**config.mk**
```make
export PLATFORM = sky130hd
export DESIGN_NAME = color_run_blob_finder_top
export DESIGN_NICKNAME = d
export VERILOG_FILES = /design/src/hw/rtl/crbf_pkg.sv /design/src/hw/rtl/crbf_in_stage.sv /design/src/hw/rtl/crbf_run_track.sv /design/src/hw/rtl/crbf_out_stage.sv /design/src/hw/rtl/color_run_blob_finder_top.sv
export VERILOG_INCLUDE_DIRS = /design/src /design/src/hw/rtl
export SDC_FILE = /design/constraint.sdc
export NUM_CORES = 1
export LEC_CHECK = 0
export BUFFER_PORTS_ARGS = -buffer_cell sky130_fd_sc_hd__buf_2
export CAP_MARGIN = 10
export CORE_UTILIZATION = 45
export DETAILED_ROUTE_END_ITERATION = 10
export PLACE_DENSITY_LB_ADDON = 0.1
export SLEW_MARGIN = 10
export SYNTH_ARGS = -nofsm -noshare
export SYNTH_HDL_FRONTEND = slang
export SYNTH_SLANG_ARGS = --single-unit
```
**constraint.sdc**
```tcl
create_clock -name clk -period 9.6 [get_ports clk]
set_clock_uncertainty 0.15 [all_clocks]
set_input_delay 0.96 -clock clk [delete_from_list [all_inputs] [get_ports clk]]
set_output_delay 0.96 -clock clk [all_outputs]
set_load 0.02 [all_outputs]
```
**src/hw/rtl/color_run_blob_finder_top_macros.svh**
```systemverilog
// Assertion macros for the color run blob finder RTL.
// Included by crbf_run_track, the module that carries concurrent checks.
`ifndef COLOR_RUN_BLOB_FINDER_TOP_MACROS_SVH
`define COLOR_RUN_BLOB_FINDER_TOP_MACROS_SVH

// Same-cycle implication under synchronous reset.
`define CRBF_ASSERT_NOW(label, clk, rst, ante, cons, msg) \
  label: assert property (@(posedge clk) disable iff (rst) (ante) |-> (cons)) else $error(msg);

// Next-cycle implication under synchronous reset.
`define CRBF_ASSERT_NEXT(label, clk, rst, ante, cons, msg) \
  label: assert property (@(posedge clk) disable iff (rst) (ante) |=> (cons)) else $error(msg);

`endif

```
**src/hw/rtl/crbf_pkg.sv**
```systemverilog
// Shared types and constants for the color run blob finder.
// No dependencies; imported by every module of the block.
`timescale 1ns / 1ps

package crbf_pkg;

  localparam int MaxWidth = 1024;
  localparam logic [10:0] LenMax = 11'h7FF;
  localparam logic [9:0] CenterMax = 10'h3FF;

  localparam logic [7:0] RstTargetRed = 8'd255;
  localparam logic [7:0] RstTargetGreen = 8'd138;
  localparam logic [7:0] RstTargetBlue = 8'd20;
  localparam logic [8:0] RstTolerance = 9'd80;
  localparam logic [10:0] RstFrameWidth = 11'd160;
  localparam logic [10:0] RstFrameHeight = 11'd120;
  localparam logic [9:0] RstRowsScanned = 10'd20;

  typedef enum logic [2:0] {
    RegTargetRed    = 3'd0,
    RegTargetGreen  = 3'd1,
    RegTargetBlue   = 3'd2,
    RegTolerance    = 3'd3,
    RegFrameWidth   = 3'd4,
    RegFrameHeight  = 3'd5,
    RegRowsScanned  = 3'd6
  } reg_idx_t;

  typedef struct packed {
    logic [7:0]  target_red;
    logic [7:0]  target_green;
    logic [7:0]  target_blue;
    logic [8:0]  color_tolerance;
    logic [10:0] frame_width;
    logic [10:0] frame_height;
    logic [9:0]  rows_scanned;
  } cfg_t;

  typedef struct packed {
    logic       scanned;
    logic       hit;
    logic       row_end;
    logic [9:0] column;
    logic       frame_end;
  } pix_t;

  typedef struct packed {
    logic        found;
    logic [9:0]  ball_x;
    logic [10:0] ball_size;
  } result_t;

endpackage

```
**src/hw/rtl/crbf_in_stage.sv**
```systemverilog
// Input register for pixel beats plus color and row classification.
// Depends on crbf_pkg.
`timescale 1ns / 1ps

module crbf_in_stage (
  input  logic           clk,
  input  logic           rst,
  input  crbf_pkg::cfg_t cfg,
  input  logic           in_valid,
  output logic           in_ready,
  input  logic [7:0]     red,
  input  logic [7:0]     green,
  input  logic [7:0]     blue,
  input  logic [9:0]     column,
  input  logic [9:0]     line,
  input  logic           frame_end,
  input  logic           take,
  output logic           pix_valid,
  output crbf_pkg::pix_t pix
);
  import crbf_pkg::*;

  logic        valid;
  logic [7:0]  red_q, green_q, blue_q;
  logic [9:0]  column_q, line_q;
  logic        frame_end_q;

  logic [10:0] width_eff;
  logic [10:0] row_gap;
  logic        in_row;
  logic        col_ok;
  logic        row_ok;
  logic        hit;

  function automatic logic [7:0] abs_diff(input logic [7:0] a, input logic [7:0] b);
    abs_diff = (a > b) ? (a - b) : (b - a);
  endfunction

  assign in_ready = !valid || take;

  always_ff @(posedge clk) begin
    if (rst) begin
      valid <= 1'b0;
    end else if (in_ready) begin
      valid <= in_valid;
    end
    if (in_valid && in_ready) begin
      red_q       <= red;
      green_q     <= green;
      blue_q      <= blue;
      column_q    <= column;
      line_q      <= line;
      frame_end_q <= frame_end;
    end
  end

  always_comb begin
    width_eff = (cfg.frame_width > 11'(MaxWidth)) ? 11'(MaxWidth) : cfg.frame_width;
    col_ok    = ({1'b0, column_q} < width_eff);
    in_row    = ({1'b0, line_q} < cfg.frame_height);
    row_gap   = cfg.frame_height - 11'd1 - {1'b0, line_q};
    row_ok    = in_row && !row_gap[0] && (row_gap[10:1] < cfg.rows_scanned);
    hit = ({1'b0, abs_diff(red_q, cfg.target_red)} < cfg.color_tolerance) &&
          ({1'b0, abs_diff(green_q, cfg.target_green)} < cfg.color_tolerance) &&
          ({1'b0, abs_diff(blue_q, cfg.target_blue)} < cfg.color_tolerance);
    pix.scanned   = col_ok && row_ok;
    pix.hit       = hit;
    pix.row_end   = ({1'b0, column_q} == (width_eff - 11'd1));
    pix.column    = column_q;
    pix.frame_end = frame_end_q;
  end

  assign pix_valid = valid;

endmodule

```
**src/hw/rtl/crbf_run_track.sv**
```systemverilog
// Run tracker: open run, best run of the frame, frame-end report.
// Depends on crbf_pkg and the assertion macro header.
`timescale 1ns / 1ps

`include "color_run_blob_finder_top_macros.svh"

module crbf_run_track (
  input  logic              clk,
  input  logic              rst,
  input  logic              advance,
  input  crbf_pkg::pix_t    pix,
  output logic              res_valid,
  output crbf_pkg::result_t res
);
  import crbf_pkg::*;

  logic [9:0]  run_begin, run_begin_next;
  logic [10:0] run_length, run_length_next;
  logic [10:0] best_length, best_length_next;
  logic [9:0]  best_center, best_center_next;

  logic [9:0]  beg0, beg1, close_beg;
  logic [10:0] len0, len1, close_len;
  logic        do_close;
  logic [10:0] center_sum;

  always_comb begin
    len0 = (pix.column == 10'd0) ? 11'd0 : run_length;
    beg0 = (pix.column == 10'd0) ? 10'd0 : run_begin;
    beg1 = (len0 == 11'd0) ? pix.column : beg0;
    len1 = (len0 == LenMax) ? len0 : (len0 + 11'd1);

    run_begin_next   = run_begin;
    run_length_next  = run_length;
    best_length_next = best_length;
    best_center_next = best_center;
    do_close  = 1'b0;
    close_len = len0;
    close_beg = beg0;

    if (pix.scanned) begin
      if (pix.hit) begin
        run_begin_next  = beg1;
        run_length_next = len1;
        close_len = len1;
        close_beg = beg1;
        do_close  = pix.row_end;
      end else begin
        do_close = 1'b1;
      end
    end

    center_sum = {1'b0, close_beg} + {1'b0, close_len[10:1]};
    if (do_close) begin
      if (close_len != 11'd0 && close_len > best_length) begin
        best_length_next = close_len;
        best_center_next = center_sum[10] ? CenterMax : center_sum[9:0];
      end
      run_begin_next  = 10'd0;
      run_length_next = 11'd0;
    end

    res.found     = (best_length_next != 11'd0);
    res.ball_x    = res.found ? best_center_next : 10'd0;
    res.ball_size = res.found ? best_length_next : 11'd0;
    res_valid     = advance && pix.frame_end;
  end

  always_ff @(posedge clk) begin
    if (rst) begin
      run_begin   <= 10'd0;
      run_length  <= 11'd0;
      best_length <= 11'd0;
      best_center <= 10'd0;
    end else if (advance) begin
      if (pix.frame_end) begin
        run_begin   <= 10'd0;
        run_length  <= 11'd0;
        best_length <= 11'd0;
        best_center <= 10'd0;
      end else begin
        run_begin   <= run_begin_next;
        run_length  <= run_length_next;
        best_length <= best_length_next;
        best_center <= best_center_next;
      end
    end
  end

  `CRBF_ASSERT_NEXT(a_clear_after_frame, clk, rst, advance && pix.frame_end, best_length == 11'd0 && run_length == 11'd0, "state not cleared after frame end")
  `CRBF_ASSERT_NEXT(a_best_grows, clk, rst, advance && !pix.frame_end, best_length >= $past(best_length), "best run shrank inside a frame")
  `CRBF_ASSERT_NOW(a_found_size, clk, rst, res_valid, res.found == (res.ball_size != 11'd0), "found flag disagrees with run size")

endmodule

```
**src/hw/rtl/crbf_out_stage.sv**
```systemverilog
// Output register for result beats.
// Depends on crbf_pkg.
`timescale 1ns / 1ps

module crbf_out_stage (
  input  logic              clk,
  input  logic              rst,
  input  logic              res_valid,
  input  crbf_pkg::result_t res,
  output logic              busy,
  output logic              out_valid,
  input  logic              out_ready,
  output logic              found,
  output logic [9:0]        ball_x,
  output logic [10:0]       ball_size
);
  import crbf_pkg::*;

  logic    valid;
  logic    valid_next;
  result_t data;

  assign valid_next = res_valid || (valid && !out_ready);
  assign busy       = valid && !out_ready;

  always_ff @(posedge clk) begin
    if (rst) begin
      valid <= 1'b0;
    end else begin
      valid <= valid_next;
    end
    if (res_valid) begin
      data <= res;
    end
  end

  assign out_valid = valid;
  assign found     = data.found;
  assign ball_x    = data.ball_x;
  assign ball_size = data.ball_size;

endmodule

```
**src/hw/rtl/color_run_blob_finder_top.sv**
```systemverilog
// Color run blob finder: one pixel beat per clock in unless stalled, one result beat
// per frame out. Every pixel beat is registered, classified and folded into the run
// tracker in the next cycle unless stalled, so a beat can be accepted every clock;
// a frame's result passes the input register, then the output register. The only
// stall is a frame_end beat meeting a result beat not yet taken. No clearing pass
// after reset. Depends on crbf_pkg, crbf_in_stage, crbf_run_track, crbf_out_stage.
`timescale 1ns / 1ps

module color_run_blob_finder_top (
  input  logic        clk,
  input  logic        rst,
  input  logic        cfg_we,
  input  logic [2:0]  cfg_index,
  input  logic [10:0] cfg_data,
  input  logic        in_valid,
  output logic        in_ready,
  input  logic [7:0]  red,
  input  logic [7:0]  green,
  input  logic [7:0]  blue,
  input  logic [9:0]  column,
  input  logic [9:0]  line,
  input  logic        frame_end,
  output logic        out_valid,
  input  logic        out_ready,
  output logic        found,
  output logic [9:0]  ball_x,
  output logic [10:0] ball_size
);
  import crbf_pkg::*;

  cfg_t    cfg;
  pix_t    pix;
  result_t res;
  logic    pix_valid;
  logic    take;
  logic    res_valid;
  logic    out_busy;

  always_ff @(posedge clk) begin
    if (rst) begin
      cfg.target_red      <= RstTargetRed;
      cfg.target_green    <= RstTargetGreen;
      cfg.target_blue     <= RstTargetBlue;
      cfg.color_tolerance <= RstTolerance;
      cfg.frame_width     <= RstFrameWidth;
      cfg.frame_height    <= RstFrameHeight;
      cfg.rows_scanned    <= RstRowsScanned;
    end else if (cfg_we) begin
      case (cfg_index)
        RegTargetRed:   cfg.target_red      <= cfg_data[7:0];
        RegTargetGreen: cfg.target_green    <= cfg_data[7:0];
        RegTargetBlue:  cfg.target_blue     <= cfg_data[7:0];
        RegTolerance:   cfg.color_tolerance <= cfg_data[8:0];
        RegFrameWidth:  cfg.frame_width     <= cfg_data;
        RegFrameHeight: cfg.frame_height    <= cfg_data;
        RegRowsScanned: cfg.rows_scanned    <= cfg_data[9:0];
        default: ;
      endcase
    end
  end

  assign take = pix_valid && (!pix.frame_end || !out_busy);

  crbf_in_stage u_in (
    .clk       (clk),
    .rst       (rst),
    .cfg       (cfg),
    .in_valid  (in_valid),
    .in_ready  (in_ready),
    .red       (red),
    .green     (green),
    .blue      (blue),
    .column    (column),
    .line      (line),
    .frame_end (frame_end),
    .take      (take),
    .pix_valid (pix_valid),
    .pix       (pix)
  );

  crbf_run_track u_track (
    .clk       (clk),
    .rst       (rst),
    .advance   (take),
    .pix       (pix),
    .res_valid (res_valid),
    .res       (res)
  );

  crbf_out_stage u_out (
    .clk       (clk),
    .rst       (rst),
    .res_valid (res_valid),
    .res       (res),
    .busy      (out_busy),
    .out_valid (out_valid),
    .out_ready (out_ready),
    .found     (found),
    .ball_x    (ball_x),
    .ball_size (ball_size)
  );

endmodule
```
* Yosys cells after proc, flatten, opt, wreduce, memory -nomap -nowiden
Cells that the tools add are included.
** Cells by class
- Equality and inequality tests :: 8
- Shift operators :: 0
- Reduce and logical (&&, ||, !) cells :: 33
- $add $sub $neg :: 11
- Multiply operators :: 0
- Bitwise gates (word level) :: 0
- Div/mod/pow operators :: 0
- $lt $le $gt $ge :: 11
- Muxes and demuxes :: 29
** Operator list (number)
- two-way mux 11 bit :: 12
- two-way mux 10 bit :: 12
- subtractor 8 bit :: 6
- less-than comparator 8 x 9 -> 1 bit :: 3
- greater-than comparator 8 bit :: 3
- two-way mux 8 bit :: 3
- less-than comparator 10 x 11 -> 1 bit :: 2
- nonzero test 11 bit :: 2
- subtractor 11 x 1 -> 11 bit (second input constant) :: 2
- AND reduction 2 bit :: 7
- adder 10 x 10 -> 11 bit :: 1
- adder 11 x 1 -> 11 bit (second input constant) :: 1
- == test 10 x 11 -> 1 bit :: 1
- == test 11 bit (second input constant) :: 1
- greater-than comparator 11 bit :: 1
- greater-than comparator 11 bit (second input constant) :: 1
- logical NOT 11 bit :: 1
- subtractor 11 x 10 -> 11 bit :: 1
- logical AND 1 bit :: 10
- logical NOT 10 bit :: 1
- less-than comparator 10 bit :: 1
- == test 3 bit (second input constant) :: 3
- == test 3 x 2 -> 1 bit (second input constant) :: 2
- nonzero test 3 bit :: 2
- other kinds (6) :: 13
** Word-level totals
- Register bits after elaboration :: 176
- Memories kept :: 0
- Bits in latches :: 0
- Bits in read-only memories :: 0
- RAM bits :: 0
- Output and inout bits :: 24
- Input port bits :: 64
- Word-level logic and storage cells :: 114

* Logic depth before layout (Yosys ltp)
- Depth in word-level cells :: 12
- Depth in mapped cells :: 38
- Mapped depth without buffers :: 36

* Cells and area by module
From an unflattened synthesis, not the netlist that was laid out.
** Second synthesis, totals
- Cell total of the unflattened synthesis :: 1284
- Area total of the unflattened synthesis :: 11906.4 um^2
** By module, submodules not included
- crbf_in_stage :: instances 1, cells each 576, seq. area each 1371.3 um^2, area each 5306.3 um^2
- crbf_run_track :: instances 1, cells each 439, seq. area each 840.8 um^2, area each 3301.9 um^2
- color_run_blob_finder_top :: instances 1, cells each 244, seq. area each 1301.2 um^2, area each 2593.7 um^2
- crbf_out_stage :: instances 1, cells each 25, seq. area each 680.7 um^2, area each 704.4 um^2

* Worst setup path before layout
Ideal clock, no wire load.
- Path type :: flip-flop to flip-flop
- Start point :: register u_in.red_q[0]
- End point :: register u_out.data (netlist bit u_out.ball_x[8]), data pin
- Slack :: 2.208 ns
- Stages on the path, launching flop included :: 37
- Data arrival time :: 6.975 ns
- Library setup time :: 0.267 ns
- Required time :: 9.183 ns
- Cell sequence :: edfxtp_1 -> inv_1 -> ha_1 -> inv_1 -> fa_1 -> a21o_1 -> a21oi_1 -> o2bb2ai_1 -> o22a_1 -> clkbuf_1 -> mux2i_1 -> a221oi_1 -> o21ai_0 -> a21bo_2 -> a31oi_1 -> xnor2_1 -> ha_1 -> a2111oi_0 -> a31oi_1 -> or3_1 -> clkbuf_1 -> nor2_1 -> clkbuf_1 -> o21ai_0 -> ha_1 -> inv_1 -> fa_1 -> nor2b_1 -> o21ai_0 -> a21boi_0 -> o21ai_0 -> a21boi_0 -> o21a_1 -> o211ai_1 -> nand2_1 -> o31ai_1 -> a21oi_2
** Between the ends
- Longest elaborated chain between the ends :: 12
- Elaborated cells between the ends (all ways) :: 23
- Classes of those cells :: 3 x add/sub; 3 x order compare; 12 x mux; 5 x reduce/logical
** RTL lines
- from (decl) :: line crbf_in_stage.sv:24 : logic [7:0] red_q, green_q, blue_q;
- from (signal assigned) :: line crbf_in_stage.sv:48 : red_q <= red;
- subtractor 8 bit / greater-than comparator 8 bit (equally long branches) :: line crbf_in_stage.sv:36 : abs_diff = (a > b) ? (a - b) : (b - a);
- two-way mux 8 bit (*) :: line crbf_in_stage.sv:36
- less-than comparator 8 x 9 -> 1 bit (*) :: line crbf_in_stage.sv:63 : hit = ({1'b0, abs_diff(red_q, cfg.target_red)} < cfg.color_tolerance) &&
- logical AND 1 bit (*) :: line crbf_in_stage.sv:63
- logical AND 1 bit (*) :: line crbf_in_stage.sv:64 : ({1'b0, abs_diff(green_q, cfg.target_green)} < cfg.color_tolerance) &&
- two-way mux 11 bit :: line crbf_run_track.sv:42 : if (pix.hit) begin
- two-way mux 11 bit :: line crbf_run_track.sv:41 : if (pix.scanned) begin
- greater-than comparator 11 bit / nonzero test 11 bit (equally long branches) :: line crbf_run_track.sv:55 : if (close_len != 11'd0 && close_len > best_length) begin
- logical AND 1 bit :: line crbf_run_track.sv:55
- two-way mux 11 bit :: line crbf_run_track.sv:55
- two-way mux 11 bit :: line crbf_run_track.sv:54 : if (do_close) begin
- nonzero test 11 bit :: line crbf_run_track.sv:63 : res.found = (best_length_next != 11'd0);
- to (signal assigned) :: line crbf_out_stage.sv:33 : data <= res;
- to (decl) :: line crbf_out_stage.sv:21 : result_t data;
Every way passes the cells marked *; elsewhere a longest branch is shown, timed or not.
A chain may end at the register's enable or synchronous reset.

* Worst setup path in the final report
- Start point :: register u_in.red_q[0]
- End point :: register u_out.data (netlist bit u_out.ball_x[9]), data pin
The elaborated chain is that of the path after synthesis.

==> results.py <==
metrics = {
    "status": {
        "run_status": "finished clean",
    },
    "setup_path": {
        "cp_slowest_cell": "sky130_fd_sc_hd__a32oi_2",
        "reg2reg_slack_ps": 1210,
        "worstPathRequired_ps": 9610,
        "timing.critical_path.fanout_max": 12,
        "rr_endpoint": "u_out.ball_x[9]",
        "worst-r2r-cell-count": 31,
        "r2r-start": "u_in.red_q[0]",
        "arrival_ps": 8410,
        "critPathMaxStageDelay_ps": 740,
        "startpoint_type": "register",
        "worst_setup_path_end_kind": "register",
        "worst-setup-path-type": "reg2reg",
    },
    "power": {
        "design_power_total_uw": 1770,
        "pleak_uw": 0.00553,
        "irDropWorstVdd_v": 0.0000818,
        "power_density_mw_per_mm2": 137,
    },
    "placed_design": {
        "place_inst": 1678,
        "number_of_input_and_output_port_buffers_inserted": 87,
        "globalplace.congestion": 0.928,
        "dpl.hpwl_mm": 21.7,
    },
    "global_route": {
        "first_pass_grt_wire_length_mm": 48.1,
        "grt.overflow.total": 0,
        "grt_pass1_vias": 9056,
        "global_route.usage.total": 0.233,
        "largest_net_degree_at_the_start_of_global_routing": 69,
        "grt_antenna_before_repair": 0,
    },
    "hold_path": {
        "holdCritPathClass": "reg2reg",
        "hold_depth": 2,
        "timing.hold.worst.start": "u_track.best_center[4]",
        "hold-path-endpoint": "u_track.best_center[4]",
    },
    "sta": {
        "final_min_period_over_clock_period": 0.874,
        "max_slew.worst_pin.slew_ps": 1130,
        "max_slew_margin": 0.245,
        "unrepaired_setup_endpoints_after_global_routing": "false",
        "fmaxAchievable_mhz": 119,
        "finalWorstPathRequiredPeriod_ps": 8390,
        "finalMaxSlewViolations": 0,
        "final.setup.tns_ps": 0,
        "report.final.hold_viol_count": 0,
        "hold_ws_ps": 309,
        "setup-violations-final": 0,
    },
    "die": {
        "start_util": 0.460,
        "die_footprint_mm2": 0.0265,
        "boundaryPins": 88,
        "die_h_um": 163,
        "core_mm2": 0.0253,
        "num_rows": 58,
        "die_width_um": 163,
    },
    "cts": {
        "number_of_clock_buffers_inserted_by_tritoncts": 17,
        "clk_latency_ps": 440,
        "tritoncts_clock_tree": "done",
        "clk_slew_on_worst_s_h_paths_ps": 80,
        "cts.root.buffer_cell": "sky130_fd_sc_hd__clkbuf_16",
        "cts_htree_levels": 4,
        "clock_tree.buffer_depth": 2,
        "post_cts_buffers": 0,
        "cts_hold_buf": 0,
        "cts_resized": 0,
        "clock-sinks": 176,
    },
    "run": {
        "drv.max_cap_violation_count": 0,
    },
    "route": {
        "wl_per_cell_um": 17.3,
        "initialDrtViolationCount": 610,
        "overall_via_count_from_detail_route": 9446,
        "antenna_violating_nets_post_route": 0,
        "drt_drc_violations_left": 0,
        "detail_route.vias_per_cell": 5.52,
        "drtPass1Iterations": 7,
        "route.met3.wl_mm": 1.17,
        "detailroute.wirelength.met2_mm": 14.4,
        "route.layer.met1.wl_mm": 13.4,
        "drt_wl_total_mm": 29.7,
        "highest-signal-layer": "met4",
    },
    "synth": {
        "postSynth.asyncResetShare": 0,
        "ys_seq_area_frac": 0.361,
        "netlist_instances": 1303,
        "synthMostInstantiatedCell": "sky130_fd_sc_hd__nand2_1",
        "synth_top_area_frac": 0.188,
        "syn_avg_cell_area_um2": 8.92,
        "number_of_enable_type_register_cells_in_the_synthesized_netlist": 67,
        "ys_ff_latch": 176,
        "yosysWarnings": 0,
        "yosys-top-cells-area": "sky130_fd_sc_hd__dfxtp_1 19%, sky130_fd_sc_hd__edfxtp_1 17%, sky130_fd_sc_hd__ha_1 14%, sky130_fd_sc_hd__nand2_1 5.7%, sky130_fd_sc_hd__a21oi_1 4.6%",
        "synthTopCellsByCount": "178 x sky130_fd_sc_hd__nand2_1, 133 x sky130_fd_sc_hd__inv_1, 129 x sky130_fd_sc_hd__ha_1, 109 x sky130_fd_sc_hd__dfxtp_1, 108 x sky130_fd_sc_hd__a21oi_1",
        "ys.flop_type": "sky130_fd_sc_hd__dfxtp_1",
        "synth_area_mm2": 0.0116,
        "synth_area_leader_cell": "sky130_fd_sc_hd__dfxtp_1",
        "synth.lib_cells_used.distinct": 75,
        "postSynthNetCount": 1504,
    },
    "layout": {
        "syn_to_final_growth_pct": 10.9,
        "diodes": 0,
        "final_net_count": 1568,
        "share_of_post_route_cells_with_drive_strength_above_1": 0.123,
        "final_cell_count_no_fill": 1710,
    },
}
-- cell families after synthesis --
group | Yosys count | synth area share
xor+xnor | 46 | 0.0347
buf+inv | 187 | 0.0680
flops | 176 | 0.361
fa+ha+maj | 137 | 0.153
mux | 38 | 0.0337
simple gates | 373 | 0.153
compound gates | 346 | 0.198
-- area by class of cell --
class                   count  area (um^2)
well taps                 330          413
flip-flops and latches    176         4190
repair buffers             99          526
clock buffers              17          425
fillers                  2458        12400
clock inverters            15          180
multi-input cells         940         6660
inverters                 133          499
-- through the flow --
| stage | worst slack, ps | utilization | instance area [um^2] |
|---|---|---|---|
| final | 1210 | 0.511 | 12900 |
| after global routing | 491 | 0.511 | 12900 |
| after CTS | 1240 | 0.511 | 12900 |
| after detailed placement | 1290 | 0.487 | 12300 |
| after global placement | 1420 | 0.487 | 12300 |
| after floorplan | 2210 | - | 11600 |
-- sequential cells by signal (all words and copies together), names as in the netlist --
name	cells
cfg	65
u_out.ball_size	11
u_track.best_length	11
u_track.run_length	11
u_in.column_q	10
u_in.line_q	10
u_out.ball_x	10
u_track.best_center	10
u_track.run_begin	10
u_in.blue_q	8
u_in.green_q	8
u_in.red_q	8
u_in.frame_end_q	1
u_in.pix_valid	1
u_out.found	1
u_out.out_valid	1
-- worst max-delay path, delay by kind of cell, from the launching register on --
| family | cells | cell delay, ps |
|---|---|---|
| flip-flops | 1 | 390 |
| AND/OR/NAND/NOR | 3 | 980 |
| buffers and inverters | 3 | 350 |
| AO/OA/AOI/OAI | 18 | 4420 |
| XOR/XNOR | 1 | 160 |
| adder cells (fa/ha/maj) | 4 | 990 |
| multiplexers | 2 | 650 |
-- layout by cell type, fill, tap and decap left out, drive strengths merged, types with 6 or more instances in the layout --
cell type    n
nand2      179
inv        138
ha         129
a21oi      117
dfxtp      109
buf         99
edfxtp      67
o21ai       66
nor2        50
xnor2       33
mux2i       29
nand3       26
o211ai      26
a21o        26
nand4       19
clkbuf      17
nor3        16
nor2b       16
nand2b      16
xor2        13
a32oi       13
o21a        11
a21boi      10
mux2         9
and3         9
nor4         8
a32o         8
fa           8
and2         8
a211oi       7
a221oi       7
a22o         7
o31ai        6
o21bai       6
a31oi        6
or3          6
clkinv       6
-- layer usage --
| layer | vias to the layer above | GRT usage |
|---|---|---|
| met3 | 40 | 0.0275 |
| met1 | 4420 | 0.306 |
| met5 | - | 0 |
| met4 | 0 | 0.0799 |
| met2 | 218 | 0.397 |
| li1 | 4768 | - |
-- worst max path at each step --
stage,startpoint,to,slack (ps)
after floorplan,u_in.red_q[0],u_out.ball_x[8],2210
after global placement,u_in.green_q[0],u_out.ball_x[9],1420
after detailed placement,u_in.red_q[0],u_out.ball_x[9],1290
after CTS,u_in.red_q[0],u_out.ball_x[9],1240
after global routing,u_in.green_q[0],u_out.ball_x[9],490
final,u_in.red_q[0],u_out.ball_x[9],1210
-- report_power, final --
part	internal (uW)	switching, uW
Combinational	102	137
Clock	373	344
Sequential	794	17.5
Total	1270	499
(Power assumes the default switching activity.)
